### src/hdl/tcb_pkg.sv
`timescale 1ns / 1ps
// Package for the tonal colour balance block: fixed-point constants, register
// indexes, the divider input bundle and the mask ramp function. No dependencies.
package tcb_pkg;

	localparam int PIX_W     = 16;
	localparam int LSUM_W    = 17;
	localparam int MASK_W    = 18;
	localparam int NUM_W     = 36;
	localparam int DV_W      = 18;
	localparam int CORR_W    = 48;
	localparam int ONE17     = 131072;
	localparam int HALF17    = 65536;
	localparam int LOW_EDGE  = 43647;
	localparam int HIGH_EDGE = 87425;
	localparam int SCALE16   = 45875;
	localparam int DIV_STEPS = 16;

	localparam logic [1:0] CFG_RED   = 2'd0;
	localparam logic [1:0] CFG_GREEN = 2'd1;
	localparam logic [1:0] CFG_BLUE  = 2'd2;
	localparam logic [1:0] CFG_KEEP  = 2'd3;

	typedef struct packed {
		logic [NUM_W-1:0] num;
		logic [DV_W-1:0]  dv;
		logic [PIX_W-1:0] alt;
		logic             use_alt;
	} tcb_div_in_t;

	// Clamp a ramp value to the range 0 .. 1.0 in Q0.17.
	function automatic logic [MASK_W-1:0] ramp(input logic signed [22:0] x);
		logic [MASK_W-1:0] r;
		if (x < 0) begin
			r = '0;
		end else if (x > 23'sd131072) begin
			r = MASK_W'(ONE17);
		end else begin
			r = x[MASK_W-1:0];
		end
		return r;
	endfunction

endpackage

### src/hdl/tcb_divider.sv
`timescale 1ns / 1ps
// Pipelined restoring divider, a set-up stage and then one quotient bit per
// stage, with saturation to full scale and a bypass value. Depends on tcb_pkg.
module tcb_divider (
	input  logic                         clk,
	input  logic [tcb_pkg::DIV_STEPS:0]  en,
	input  tcb_pkg::tcb_div_in_t         din,
	output logic [tcb_pkg::PIX_W-1:0]    res
);
	import tcb_pkg::*;

	logic [NUM_W-1:0] rem_p [0:DIV_STEPS];
	logic [DV_W-1:0]  dv_p  [0:DIV_STEPS];
	logic [PIX_W-1:0] alt_p [0:DIV_STEPS];
	logic [PIX_W-1:0] q_p   [0:DIV_STEPS];
	logic             sat_p [0:DIV_STEPS];
	logic             use_p [0:DIV_STEPS];

	// A quotient of 65536 or more saturates; the check lets the bit stages
	// assume the quotient fits in sixteen bits.
	always_ff @(posedge clk) begin
		if (en[0]) begin
			rem_p[0] <= din.num;
			dv_p[0]  <= din.dv;
			alt_p[0] <= din.alt;
			use_p[0] <= din.use_alt;
			q_p[0]   <= '0;
			sat_p[0] <= din.num >= (NUM_W'(din.dv) << PIX_W);
		end
	end

	for (genvar j = 1; j <= DIV_STEPS; j++) begin : g_step
		localparam int K = DIV_STEPS - j;
		logic [NUM_W-1:0] shifted;
		logic             ge;
		assign shifted = NUM_W'(dv_p[j-1]) << K;
		assign ge      = rem_p[j-1] >= shifted;
		always_ff @(posedge clk) begin
			if (en[j]) begin
				rem_p[j] <= ge ? rem_p[j-1] - shifted : rem_p[j-1];
				q_p[j]   <= q_p[j-1] | (PIX_W'(ge) << K);
				dv_p[j]  <= dv_p[j-1];
				alt_p[j] <= alt_p[j-1];
				use_p[j] <= use_p[j-1];
				sat_p[j] <= sat_p[j-1];
			end
		end
	end

	assign res = use_p[DIV_STEPS] ? alt_p[DIV_STEPS]
	           : (sat_p[DIV_STEPS] ? '1 : q_p[DIV_STEPS]);

endmodule

### config.mk
export PLATFORM = sky130hd
export DESIGN_NAME = tcb_divider
export DESIGN_NICKNAME = d
export VERILOG_FILES = /design/src/hdl/tcb_pkg.sv /design/src/hdl/tcb_divider.sv
export SDC_FILE = /design/constraint.sdc
export NUM_CORES = 2
export LEC_CHECK = 0
export ABC_AREA = 1
export BUFFER_PORTS_ARGS = -buffer_cell sky130_fd_sc_hd__clkbuf_2
export CAP_MARGIN = 20
export CORE_MARGIN = 3
export CORE_UTILIZATION = 55
export DETAILED_ROUTE_END_ITERATION = 10
export GPL_TIMING_DRIVEN = 0
export PLACE_DENSITY = 0.78
export SYNTH_ARGS = -nofsm -noshare
export SYNTH_HDL_FRONTEND = slang
export SYNTH_SLANG_ARGS = --single-unit
### constraint.sdc
create_clock -name clk -period 5.2 [get_ports clk]
set_input_delay 0.26 -clock clk [delete_from_list [all_inputs] [get_ports clk]]
set_output_delay 0.26 -clock clk [all_outputs]
set_load 0.05 [all_outputs]
Yosys cells after proc, flatten, opt, wreduce, memory -nomap -nowiden:

Memories as Yosys holds them, arrays and structs flattened.
Cells that the tools add are included.

* register bits: 0
* memory bits (writable): 1496
* bits of input ports: 89
* output and inout bits: 16
* logic and storage cells: 107
* memories kept: 6

Memories
* rem_p: depth 17, width 36, rd ports 16, clocked after Yosys merged registers in 0, wr ports 17, line tcb_divider.sv:12 `logic [NUM_W-1:0] rem_p [0:DIV_STEPS];`
* dv_p: depth 17, width 18, rd ports 16, clocked after Yosys merged registers in 0, wr ports 17, line tcb_divider.sv:13 `logic [DV_W-1:0] dv_p [0:DIV_STEPS];`
* alt_p: depth 17, width 16, rd ports 17, clocked after Yosys merged registers in 0, wr ports 17, line tcb_divider.sv:14 `logic [PIX_W-1:0] alt_p [0:DIV_STEPS];`
* q_p: depth 17, width 16, rd ports 17, clocked after Yosys merged registers in 0, wr ports 17, line tcb_divider.sv:15 `logic [PIX_W-1:0] q_p [0:DIV_STEPS];`
* sat_p: depth 17, width 1, rd ports 17, clocked after Yosys merged registers in 0, wr ports 17, line tcb_divider.sv:16 `logic sat_p [0:DIV_STEPS];`
* use_p: depth 17, width 1, rd ports 17, clocked after Yosys merged registers in 0, wr ports 17, line tcb_divider.sv:17 `logic use_p [0:DIV_STEPS];`

* add/subtract/negate cells: 16
* magnitude comparators: 17
* muxes and demuxes: 52
* bitwise logic cells: 16

Operators by type and width (number)
* 36-bit 2-to-1 mux: 16
* 36-bit by 18-bit greater-or-equal comparator with 1-bit output: 1
* 36-bit by 19-bit greater-or-equal comparator with 1-bit output: 1
* 36-bit by 20-bit greater-or-equal comparator with 1-bit output: 1
* 36-bit by 21-bit greater-or-equal comparator with 1-bit output: 1
* 36-bit by 22-bit greater-or-equal comparator with 1-bit output: 1
* 36-bit by 23-bit greater-or-equal comparator with 1-bit output: 1
* 36-bit by 24-bit greater-or-equal comparator with 1-bit output: 1
* 36-bit by 25-bit greater-or-equal comparator with 1-bit output: 1
* 36-bit by 26-bit greater-or-equal comparator with 1-bit output: 1
* 36-bit by 27-bit greater-or-equal comparator with 1-bit output: 1
* 36-bit by 28-bit greater-or-equal comparator with 1-bit output: 1
* 36-bit by 29-bit greater-or-equal comparator with 1-bit output: 1
* 36-bit by 30-bit greater-or-equal comparator with 1-bit output: 1
* 36-bit by 31-bit greater-or-equal comparator with 1-bit output: 1
* 36-bit by 32-bit greater-or-equal comparator with 1-bit output: 1
* 36-bit by 33-bit greater-or-equal comparator with 1-bit output: 1
* 36-bit by 34-bit greater-or-equal comparator with 1-bit output: 1
* 36-bit by 18-bit subtractor with 36-bit output: 1
* 36-bit by 19-bit subtractor with 36-bit output: 1
* 36-bit by 20-bit subtractor with 36-bit output: 1
* 36-bit by 21-bit subtractor with 36-bit output: 1
* 36-bit by 22-bit subtractor with 36-bit output: 1
* 36-bit by 23-bit subtractor with 36-bit output: 1
* other kinds (28): 62

Longest topological paths before layout:

An unclocked memory read counts as a cell.

* word-level depth: 3
* mapped depth: 16

Worst setup path before layout:

OpenSTA, ideal clock, no wires.

* path type: register to register
* from: memory dv_p[5][0], in the netlist dv_p[0][90]
* to: memory rem_p[6][14], in the netlist rem_p[0][230], data pin
* data arrival time: 2032 ps
* slack: 2911 ps
* stages on the path, launching flop included: 14
* path buffers: 1
* path through: edfxtp_1 -> ha_1 -> fa_1 -> o21ai_2 -> nand2_1 -> nand2_1 -> nand2_1 -> nand2_1 -> nand2_1 -> nand2_1 -> nor2_4 -> buf_6 -> nand2_1 -> o21ai_2

RTL lines (line)
* start: declaration: tcb_divider.sv:13
* end: declaration: tcb_divider.sv:12

==> results_dict.tcl <==
set metrics [dict create \
    status "finished, final reports clean" \
    cap_violations 0 \
    synth_top_area_cell "edfxtp_1" \
    wire_per_inst_um 20.3 \
    drt_wl_total_um 187000 \
    clock_path_buffers 3 \
    rrSetupSlack_ns 2.18 \
    setup_tns_ns 0 \
    drt-initial-drc-count 5108 \
    start_util_pct 55.7 \
    hpwl_um 140000 \
    clkTransAtPathRegs_ns 0.06 \
    worst-setup-path-type "reg -> out" \
    drv_slew 0 \
    cts_root_buf "clkbuf_16" \
    cts_buffers 137 \
    syn_area_sq_mm 0.0683 \
    clock_skew_ns 0.0345 \
    worstPathMaxFanout 10 \
    num_rows 128 \
    antenna_found_initial 0 \
    reg2reg_to "rem_p[0][226]$_DFFE_PP_" \
    layoutNonFillerInstCount 9223 \
    grtUsageTotal_pct 29.3 \
    r2r_start "dv_p[0][94]$_DFFE_PP_" \
    worst_hold_path_type "in -> reg" \
    slowest_stage "o21ai_0" \
    fin_crit_ns 3.60 \
    yosys-top-cells-count "nand2_1, edfxtp_1, inv_1" \
    htreeDepth 4 \
    place_congestion 0.960 \
    yosysSeqAreaShare_pct 57.5 \
    crit_start "sat_p[0][16]$_DFFE_PP_" \
    start_kind "flip-flop" \
    hold_viol_final 0 \
    synthCells 7150 \
    vdd_drop_max_mv 0.380 \
    yosys_warnings 0 \
    dr.pass1.iters 6 \
    diodes 0 \
    syn_nets 7560 \
    die_w_um 358 \
    whs_path_depth 1 \
    grt-ovfl-total 0 \
    p_leak_nw 32.4 \
    synth_top_area_share_pct 57.5 \
    drcViolationCount 0 \
    num_io_pins 105 \
    clk_latency_ns 0.78 \
    cts_sinks 1306 \
    synth_top_flop_cell "edfxtp_1" \
    rsz0062_at_grt "no" \
    grt_first_pass_wirelength_um 288000 \
    syn2layout_area_growth_pct 12.1 \
    worstHoldStart "en[14]" \
    synth_edf_count 1306 \
    worst_pin_slew_ns 1.05 \
    die_y_um 358 \
    port_buffers 104 \
    post-synth-top-count-cell "nand2_1" \
    min_to "q_p[14][3]$_DFFE_PP_" \
    cp_cell_sequence "clkbuf_1 -> clkbuf_1 -> nor2_1 -> o21ai_0 -> clkbuf_2" \
    num_vias 51100 \
    placedCellCount 8895 \
    required_ns 4.94 \
    ys_ff_latch 1306 \
    yosys-top-cells-area "edfxtp_1, nand2_1, ha_1" \
    worstPathArrival_ns 3.34 \
    syn_avg_cell_area_sq_um 9.55 \
    fin_nets 7902 \
    die_area_sq_mm 0.128 \
    drive_gt1_share_pct 6.66 \
    p_per_area_mw_per_mm2 487 \
    core_area_sq_mm 0.123 \
    period_share_pct 69.3 \
    async_flop_share_pct 0 \
    timing.fmax_mhz 278 \
    reg2regPathDepth 8 \
    setup_viol 0 \
    grt_max_degree 71 \
    ant_nets 0 \
    max_slew_margin_pct 29.8 \
    critical-path-max-stage-delay_ns 0.71 \
    synth_cell_types 50 \
    path_common_cell "clkbuf_1" \
    postCtsSetupRepairBufs 0 \
    endpoint_kind "primary output" \
    nFillCells 9910 \
    via_per_inst 5.54 \
    cts_tree "yes" \
    grt_pass1_vias 49900 \
]
==> placed cells by master (no fill, tap or decap), types with 13 or more instances in the layout <==
cell / instances
nand3_1: 337
o21bai_1: 22
a21oi_2: 18
nand2_1: 2028
ha_1: 306
buf_6: 23
fa_1: 15
o21ai_2: 40
nand4_1: 147
clkbuf_1: 35
nor4_1: 21
clkbuf_2: 88
edfxtp_1: 1306
nor3_1: 96
buf_16: 16
clkinv_2: 15
nand3b_1: 46
clkbuf_16: 139
buf_4: 14
nor2_1: 673
inv_1: 1001
nand2_2: 13
a21oi_1: 383
dlygate4sd3_1: 83
a21o_1: 21
xnor2_1: 101
clkinv_1: 22
xor2_1: 105
o21ai_1: 48
buf_2: 20
o21ai_0: 246
or2_2: 16
clkbuf_4: 16
==> state kept, by name (all words and copies together), names as in the netlist <==
| name | cells |
|---|---|
| rem_p | 576 |
| sat_p | 17 |
| alt_p | 272 |
| use_p | 17 |
| q_p | 136 |
| dv_p | 288 |
==> through the flow <==
| step | util (%) | total power, mW | hold slack [ns] | setup WS (ns) | cell area [sq um] |
|---|---|---|---|---|---|
| after floorplan | - | 23.5 | 0.359 | 2.91 | 68300 |
| after global placement | 57.8 | 27.3 | 0.400 | 2.20 | 70800 |
| after detailed placement | 58.2 | 27.4 | 0.405 | 2.25 | 71300 |
| after CTS | 62.4 | 37.2 | 0.00954 | 1.60 | 76500 |
| after global routing | 62.4 | 39.5 | 0.0323 | 1.53 | 76500 |
| final | 62.4 | 37.3 | 0.0543 | 1.60 | 76500 |
==> metal layers <==
metal | share of wire, % | global-route usage, % | routed length, um
met1 | 42 | 39.2 | 78000
met2 | 49 | 49.9 | 90900
met3 | 6.5 | 3.91 | 12100
met4 | 3.2 | 9.48 | 5990
met5 | 0 | 0 | 0
==> cell families (layout without fill, tap and decap cells) <==
group / Yosys count / after routing / synth area share [%]
fa+ha+maj: 321 / 321 / 6.05
flops: 1306 / 1306 / 57.5
xor+xnor: 206 / 206 / 2.64
simple gates: 3430 / 3430 / 21.0
buf+inv: 1077 / 1525 / 6.30
compound gates: 810 / 810 / 6.58
==> where the power goes <==
part / switching [mW] / internal, mW
Sequential: 1.23 / 13.9
Clock: 4.28 / 5.42
Combinational: 8.21 / 4.24
==> area by class of cell <==
class                           instances  area, sq um  area share [%]
Sequential cell                      1306        39200            51.3
Multi-Input combinational cell       4767        24700            32.3
Inverter                             1015         3820            4.99
Clock buffer                          169         3590            4.69
Tap cell                             1625         2030            2.66
Timing Repair Buffer                  203         1830            2.39
Clock inverter                         76          776            1.01
Buffer                                 62          483           0.631
==> critical path: cells and delay by family (launching register included) <==
| family | cells | cell delay [ns] |
|---|---|---|
| AO/OA/AOI/OAI | 1 | 0.71 |
| buffers and inverters | 3 | 1.39 |
| AND/OR/NAND/NOR | 1 | 0.10 |
| flip-flops | 1 | 0.38 |
==> repair_timing <==
item / 4_1_cts / 5_1_grt
hold buffers: 83 / 0
gates resized for setup: 0 / 0
hold endpoints to repair: 214 / 0
==> worst max-delay path by stage <==
stage                         endpoint  slack, ns
2_1_floorplan  rem_p[0][230]$_DFFE_PP_       2.91
3_3_place_gp   rem_p[0][226]$_DFFE_PP_       2.20
3_5_place_dp   rem_p[0][250]$_DFFE_PP_       2.25
4_1_cts                         res[8]       1.60
5_1_grt                        res[11]       1.53
6_report                        res[8]       1.60
(Power assumes the default switching activity.)
