[src/hdl/tcb_pkg.sv]
`timescale 1ns / 1ps
// Package for the tonal colour balance block: fixed-point constants, register
// indexes, the divider input bundle and the mask ramp function. No dependencies.
package tcb_pkg;

	localparam int PIX_W     = 16;
	localparam int LSUM_W    = 17;
	localparam int MASK_W    = 18;
	localparam int NUM_W     = 36;
	localparam int DV_W      = 18;
	localparam int CORR_W    = 48;
	localparam int ONE17     = 131072;
	localparam int HALF17    = 65536;
	localparam int LOW_EDGE  = 43647;
	localparam int HIGH_EDGE = 87425;
	localparam int SCALE16   = 45875;
	localparam int DIV_STEPS = 16;

	localparam logic [1:0] CFG_RED   = 2'd0;
	localparam logic [1:0] CFG_GREEN = 2'd1;
	localparam logic [1:0] CFG_BLUE  = 2'd2;
	localparam logic [1:0] CFG_KEEP  = 2'd3;

	typedef struct packed {
		logic [NUM_W-1:0] num;
		logic [DV_W-1:0]  dv;
		logic [PIX_W-1:0] alt;
		logic             use_alt;
	} tcb_div_in_t;

	// Clamp a ramp value to the range 0 .. 1.0 in Q0.17.
	function automatic logic [MASK_W-1:0] ramp(input logic signed [22:0] x);
		logic [MASK_W-1:0] r;
		if (x < 0) begin
			r = '0;
		end else if (x > 23'sd131072) begin
			r = MASK_W'(ONE17);
		end else begin
			r = x[MASK_W-1:0];
		end
		return r;
	endfunction

endpackage

[src/hdl/tcb_restore.sv]
`timescale 1ns / 1ps
// Lightness restore set-up: spans, cross products and divider operands,
// three pipeline stages. Depends on tcb_pkg.
module tcb_restore (
	input  logic                              clk,
	input  logic [2:0]                        en,
	input  logic                              keep,
	input  logic [2:0][tcb_pkg::PIX_W-1:0]    chan_in,
	input  logic [tcb_pkg::LSUM_W-1:0]        lsum_in,
	output tcb_pkg::tcb_div_in_t [2:0]        div_s7
);
	import tcb_pkg::*;

	logic [PIX_W-1:0]  mx, mn;
	logic [LSUM_W-1:0] sc;
	logic [MASK_W-1:0] sc_rest, ls_rest;
	logic [LSUM_W-1:0] dc, dl;

	logic [2:0][PIX_W-1:0] c_s5;
	logic [LSUM_W-1:0] lsum_s5, sc_s5, dc_s5, d_s5;
	logic gray_s5, keep_s5;

	always_comb begin
		mx = chan_in[0];
		mn = chan_in[0];
		for (int i = 1; i < 3; i++) begin
			if (chan_in[i] > mx) mx = chan_in[i];
			if (chan_in[i] < mn) mn = chan_in[i];
		end
		sc      = LSUM_W'({1'b0, mx} + {1'b0, mn});
		sc_rest = MASK_W'(ONE17) - {1'b0, sc};
		ls_rest = MASK_W'(ONE17) - {1'b0, lsum_in};
		dc      = ({1'b0, sc} < sc_rest) ? sc : sc_rest[LSUM_W-1:0];
		dl      = ({1'b0, lsum_in} < ls_rest) ? lsum_in : ls_rest[LSUM_W-1:0];
	end

	always_ff @(posedge clk) begin
		if (en[0]) begin
			c_s5    <= chan_in;
			lsum_s5 <= lsum_in;
			sc_s5   <= sc;
			dc_s5   <= dc;
			d_s5    <= dl;
			gray_s5 <= (mx == mn) || (dc == '0);
			keep_s5 <= keep;
		end
	end

	logic [33:0] p1_s6;
	logic signed [36:0] p2_s6 [3];
	logic [2:0][PIX_W-1:0] alt_s6;
	logic [LSUM_W-1:0] dc_s6;
	logic use_alt_s6;
	logic [LSUM_W:0] half_l;
	logic signed [18:0] diff [3];

	always_comb begin
		half_l = {1'b0, lsum_s5} + 18'd1;
		for (int i = 0; i < 3; i++) begin
			diff[i] = $signed({2'b0, c_s5[i], 1'b0}) - $signed({2'b0, sc_s5});
		end
	end

	always_ff @(posedge clk) begin
		if (en[1]) begin
			p1_s6      <= 34'(lsum_s5 * dc_s5);
			dc_s6      <= dc_s5;
			use_alt_s6 <= !keep_s5 || gray_s5;
			for (int i = 0; i < 3; i++) begin
				p2_s6[i]  <= 37'(diff[i] * $signed({1'b0, d_s5}));
				alt_s6[i] <= keep_s5 ? half_l[PIX_W:1] : c_s5[i];
			end
		end
	end

	logic signed [37:0] num [3];

	always_comb begin
		for (int i = 0; i < 3; i++) begin
			num[i] = $signed({4'd0, p1_s6}) + 38'(p2_s6[i]);
		end
	end

	always_ff @(posedge clk) begin
		if (en[2]) begin
			for (int i = 0; i < 3; i++) begin
				div_s7[i].num     <= (num[i] < 0) ? NUM_W'(dc_s6)
				                                  : num[i][NUM_W-1:0] + NUM_W'(dc_s6);
				div_s7[i].dv      <= {dc_s6, 1'b0};
				div_s7[i].alt     <= alt_s6[i];
				div_s7[i].use_alt <= use_alt_s6;
			end
		end
	end

endmodule

[config.mk]
export PLATFORM = sky130hd
export DESIGN_NAME = tcb_restore
export DESIGN_NICKNAME = d
export VERILOG_FILES = /design/src/hdl/tcb_pkg.sv /design/src/hdl/tcb_restore.sv
export SDC_FILE = /design/constraint.sdc
export NUM_CORES = 2
export LEC_CHECK = 0
export BUFFER_PORTS_ARGS = -buffer_cell sky130_fd_sc_hd__buf_2
export CAP_MARGIN = 25
export CORE_ASPECT_RATIO = 1.1
export CORE_UTILIZATION = 34
export CTS_CLUSTER_DIAMETER = 30
export DETAILED_ROUTE_END_ITERATION = 7
export GPL_TIMING_DRIVEN = 0
export PLACE_DENSITY = 0.52
export SLEW_MARGIN = 20
export SYNTH_ARGS = -nofsm -noshare
export SYNTH_HDL_FRONTEND = slang
export SYNTH_SLANG_ARGS = --single-unit
[constraint.sdc]
create_clock -name clk -period 12.78 [get_ports clk]
set_input_delay 3.834 -clock clk [delete_from_list [all_inputs] [get_ports clk]]
set_output_delay 3.834 -clock clk [all_outputs]
set_load 0.01 [all_outputs]
Word level (Yosys, flattened, before mapping) --
Memories as Yosys holds them, arrays and structs flattened. Index checks and enable logic that the tools add are counted. Widths: inputs -> output; s select.
Word-level totals: flip-flop bits (word level) 392, memory bits (writable) 111, bits of input ports 70, output and inout bits 213, logic and storage cells 72, memories 1
Cells by class: add/subtract/negate cells 13, multipliers 4, order comparisons 9, eq/ne operators 1, mux-type cells 14, reduce and logical (&&, ||, !) cells 4
Memory list:
- p2_s6 | depth 3, width 37, rd ports 3, clocked after memory_dff 0, write ports 3, line tcb_restore.sv:50 | logic signed [36:0] p2_s6 [3];
Operator list (number):
- $add 35x37->38 | 3
- $lt 38x1->1 const B | 3
- $mux 16 | 7
- $add 36x17->36 | 3
- $mul 18x18->36 | 3
- $mux 17 | 5
- $sub 17x17->18 | 3
- $lt 17x18->1 | 2
- $sub 18x17->18 const A | 2
- $mul 17x17->34 | 1
- $gt 16x16->1 | 2
- $lt 16x16->1 | 2
- $add 16x16->17 | 1
- $add 17x1->17 const B | 1
- $logic_not 17->1 | 1
- $eq 16x16->1 | 1
- $logic_or 1x1->1 | 2
- $mux 1 | 2
- $logic_not 1->1 | 1

Depth between registers and ports, before layout --
depth after elaboration 10, depth in mapped cells 49, mapped depth without buffers 46

Worst setup path after synthesis --
Ideal clock, no wire load.
path kind input to register, from input port chan_in[1] in the netlist's numbering, to register gray_s5, data pin, library setup time 0.180 ns, data arrival time 12.862 ns, slack -0.262 ns, cell stages on the path 46, buffers on the path 3, cells stage by stage inv_1 > ha_1 > nor2b_1 > o21a_1 > o21a_1 > o21a_1 > o21a_1 > o21a_1 > o21a_1 > o21ai_0 > a21oi_1 > mux2i_1 > ha_1 > nor2b_1 > o21a_1 > o21ai_0 > nand2b_1 > a21oi_1 > [... 10 more ...] > a21oi_1 > nor2b_1 > or4_1 > and2_1 > clkbuf_1 > or3_1 > nor2_1 > nand2_1 > or3_1 > or3_1 > ha_1 > xnor2_1 > or2_2 > o31a_1 > and3b_1 > xnor2_1 > or4b_4 > o41ai_2
Between the ends: cells in the longest elaborated chain, start to end 10, elaborated cells on any way between the ends 15, classes of those cells add/sub: 2; order compare: 5; eq/ne: 1; mux: 5; reduce/logical: 2
RTL lines:
- from (decl) | line tcb_restore.sv:8 | input logic [2:0][tcb_pkg::PIX_W-1:0] chan_in,
- $gt 16x16->1 / $lt 16x16->1 (equally long branches) | line tcb_restore.sv:27, tcb_restore.sv:28
- $mux 16 (on tied branches) | line tcb_restore.sv:27, tcb_restore.sv:28
- $gt 16x16->1 / $lt 16x16->1 (equally long branches) | line tcb_restore.sv:27, tcb_restore.sv:28
- $mux 16 (on tied branches) | line tcb_restore.sv:27, tcb_restore.sv:28
- $add 16x16->17 * | line tcb_restore.sv:30 | sc = LSUM_W'({1'b0, mx} + {1'b0, mn});
- named net sc[6] | line tcb_restore.sv:15 | logic [LSUM_W-1:0] sc;
- $sub 18x17->18 | line tcb_restore.sv:31 | sc_rest = MASK_W'(ONE17) - {1'b0, sc};
- $lt 17x18->1 | line tcb_restore.sv:33 | dc = ({1'b0, sc} < sc_rest) ? sc : sc_rest[LSUM_W-1:0];
- $mux 17 * | line tcb_restore.sv:33
- named net dc[13] | line tcb_restore.sv:17 | logic [LSUM_W-1:0] dc, dl;
- $logic_not 17->1 * | line tcb_restore.sv:44 | gray_s5 <= (mx == mn) || (dc == '0);
- $logic_or 1x1->1 * | line tcb_restore.sv:44
- to (signal assigned) | line tcb_restore.sv:44
- to (decl) | line tcb_restore.sv:21 | logic gray_s5, keep_s5;
The timed path passes the listed nets; every way through them passes the cells marked *. A chain may end at the register's enable or synchronous reset.

Final worst setup path --
from input port chan_in[1] in the netlist's numbering, to register gray_s5, data pin
Between the ends: cells in the longest elaborated chain, start to end 10, elaborated cells on any way between the ends 15, classes of those cells add/sub: 2; order compare: 5; eq/ne: 1; mux: 5; reduce/logical: 2
RTL lines (line):
- $gt 16x16->1 / $lt 16x16->1 (equally long branches) | tcb_restore.sv:27, tcb_restore.sv:28
- $mux 16 (on tied branches) | tcb_restore.sv:27, tcb_restore.sv:28
- $gt 16x16->1 / $lt 16x16->1 (equally long branches) | tcb_restore.sv:27, tcb_restore.sv:28
- $mux 16 (on tied branches) | tcb_restore.sv:27, tcb_restore.sv:28
- $add 16x16->17 * | tcb_restore.sv:30
- $sub 18x17->18 | tcb_restore.sv:31
- $lt 17x18->1 | tcb_restore.sv:33
- $mux 17 * | tcb_restore.sv:33
- named net dc[13] | tcb_restore.sv:17
- $logic_not 17->1 * | tcb_restore.sv:44
- $logic_or 1x1->1 * | tcb_restore.sv:44
Marked as above.

==> results.toml <==
[worst_setup_path]
worst_path_max_delay_cell = "or4b_4"
endpoint_kind = "register"
worstPathMaxFanout = 10
crit_family = "simple AND/OR/NAND/NOR gates"
path_class = "input pin to register"
crit_buf_inv = 3
cp-start-kind = "input pin"
cp.required_ns = 13.39
cpMostUsedCell = "o21a_1"
arrival_ns = 13.01
cpPeakStageDelay_ns = 0.55

[logic_synthesis]
ys_types = 91
ys_seq_area_share_pct = 19.82
synth_area_per_cell_um2 = 9.571
netlist_area_um2 = 75000
yosysWarnings = 0
yosys.area.top_type = "fa_1"
async_flop_share_pct = 0
synthTopCellsByCount = "inv_1 (1,478), fa_1 (1,167), nand2_1 (947), ha_1 (658)"
netlist_top_cells_area = "fa_1 (31%), edfxtp_1 (20%), ha_1 (11%)"
synth_seq_cells = 495
synth_top_area_share_pct = 31.15
synth_edf_count = 495
synth.most_common_cell = "inv_1"
ys.flop_type = "edfxtp_1"
netlist_instances = 7836

[placed_design]
dpl_cell_area_um2 = 80700
dp_cells = 11060
gp_congestion = 0.9267
io_buffers = 279
hpwlAfterDp_um = 206700

[clock_tree]
clock_sinks = 495
root_buffer = "clkbuf_16"
hold_buffers = 0
cts_htree_levels = 3
cts_tree = "yes"
clk_latency_ns = 0.83
cts_buffer_depth = 3
cts.clk_slew.worst_paths_ns = 0.06
cts_made_buffers = 116

[timing]
drv_slew = 0
rsz0062_at_grt = "true"
finalSetupTns_ns = 0
fin_crit_ns = 12.41
finalHoldViolations = 0
slew_headroom_pct = 23.39
period_share_pct = 97.07
worst_pin_slew_ns = 1.149
setup_violations = 0
worst_clock_skew_ns = 0.1432
hold_ws_ns = 0.4118
max_freq_mhz = 80.61

[drt]
postRouteAntennaNets = 0
drt_iter0_drc = 3858
vias = 56600
drc_errors = 0
first_pass_iters = 6
wire_per_inst_um = 21.84
finalWirelength_um = 246700
vias_per_cell = 5.011

[global_route]
grt_pass1_wl_um = 371300
grt_overflow = 0
antenna_found_initial = 28
grt_pass1_vias = 58830
grt_util_all_layers_pct = 22.36
grt_max_degree = 94

[run]
drv_cap = 0

[min_path]
hold_path.class = "register to register"

[finish]
finish.instance_area_um2 = 85270
drive_gt1_share_pct = 8.595
synthToLayoutAreaGrowth_pct = 13.70
fin_nets = 10170
finalNonFillerCells = 11300

[die]
die_w_um = 449.8
initial_core_util_pct = 34.26
rows = 180
dieArea_um2 = 222500
fp.dieH_um = 494.6
io_pins = 283
coreArea_um2 = 218900

[outcome]
status = "finished, final reports clean"
## cells by family (layout without fill, tap and decap cells)
family                     after synthesis  count (layout)  synth area share [%]
AOI/OAI and AO/OA                     1056            1056                 9.132
xor gates and xnor gates               354             354                 4.144
adders and majority gates             1825            1825                 42.13
DFF                                    495             495                 19.82
and+or+nand+nor                       2208            2208                 14.38
buffers and inverters                 1820            2359                 9.328
muxes                                   77              77                 1.066
other                                    1               9              0.005000
## final cells by class
type                            count  area [um^2]
Antenna cell                        6        15.01
Buffer                            339         1478
Clock buffer                      122         2925
Clock inverter                     98         1167
Fill cell                       21990       133600
Inverter                         1479         5552
Multi-Input combinational cell   5523        53720
Sequential cell                   495        14860
Tap cell                         2912         3643
Timing Repair Buffer              321         1909
## registers in the layout, summed over array words and instances (netlist names), 16 cells and up
register  cells
d_s5         16
p1_s6        34
div_s7      174
alt_s6       48
sc_s5        17
c_s5         48
dc_s5        16
dc_s6        17
p2_s6       105
lsum_s5      17
## through the flow
stage               setup WS, ns  util [%]
floorplan                0.02850         -
global placement          -1.881     36.57
detailed placement        -1.849     36.87
CTS                     -0.01130     38.79
global route            -0.07601     38.95
finish                    0.3750     38.95
## per-layer routing
layer | GRT usage [%] | up-vias | part of all wire, %
li1 | - | 26020 | -
met1 | 28.87 | 28570 | 43
met2 | 37.61 | 1636 | 47
met3 | 3.430 | 363 | 5.6
met4 | 8.523 | 16 | 4.2
met5 | 0.2568 | - | 0.078
## worst reg2reg max path, delay by kind of cell, from the launching register on
| kind | cells | cell delay [ns] |
|---|---|---|
| AND/OR/NAND/NOR | 2 | 0.62 |
| AO/OA/AOI/OAI | 17 | 5.10 |
| adder cells (fa/ha/maj) | 8 | 3.93 |
| flip-flops | 1 | 0.34 |
| buffers and inverters | 6 | 1.58 |
## final timing paths
path              slack, ns  cells past startpoint                endpoint                  from
hold reg to reg        0.41                      0    div_s7[13]$_DFFE_PP_  alt_s6[12]$_DFFE_PP_
setup / recovery       0.37                     46       gray_s5$_DFFE_PP_            chan_in[1]
setup reg to reg       0.81                     33  p2_s6[0][34]$_DFFE_PP_    sc_s5[0]$_DFFE_PP_
hold / removal         0.41                      0    div_s7[13]$_DFFE_PP_  alt_s6[12]$_DFFE_PP_
## layout by cell type, fill, tap and decap left out, types with 38 or more instances in the layout
cell type and instances:
ha_1 652, and2_1 494, edfxtp_1 495, o211ai_1 38, buf_4 64, mux2i_1 52, nand2b_1 43, nand3_1 79
and3_1 62, fa_1 1166, o21ai_0 205, xnor2_1 219, a21oi_1 305, nand4_1 44, buf_2 284, o21bai_1 47
nor3_1 83, nand2_1 946, or3_1 44, nor2_1 241, inv_1 1478, clkbuf_16 116, clkbuf_1 278, nor2b_1 48
o21a_1 53, xor2_1 109, a21o_1 149
## repair_timing
item | CTS | global route
setup buffers | 3 | 9
gates resized for setup | 25 | 67
pin swaps | 3 | 16
setup endpoints to repair | 15 | 15
Power is left out: the tool's default activity adds up to more than one toggle a clock period on the data nets, which glitch-free logic cannot reach.
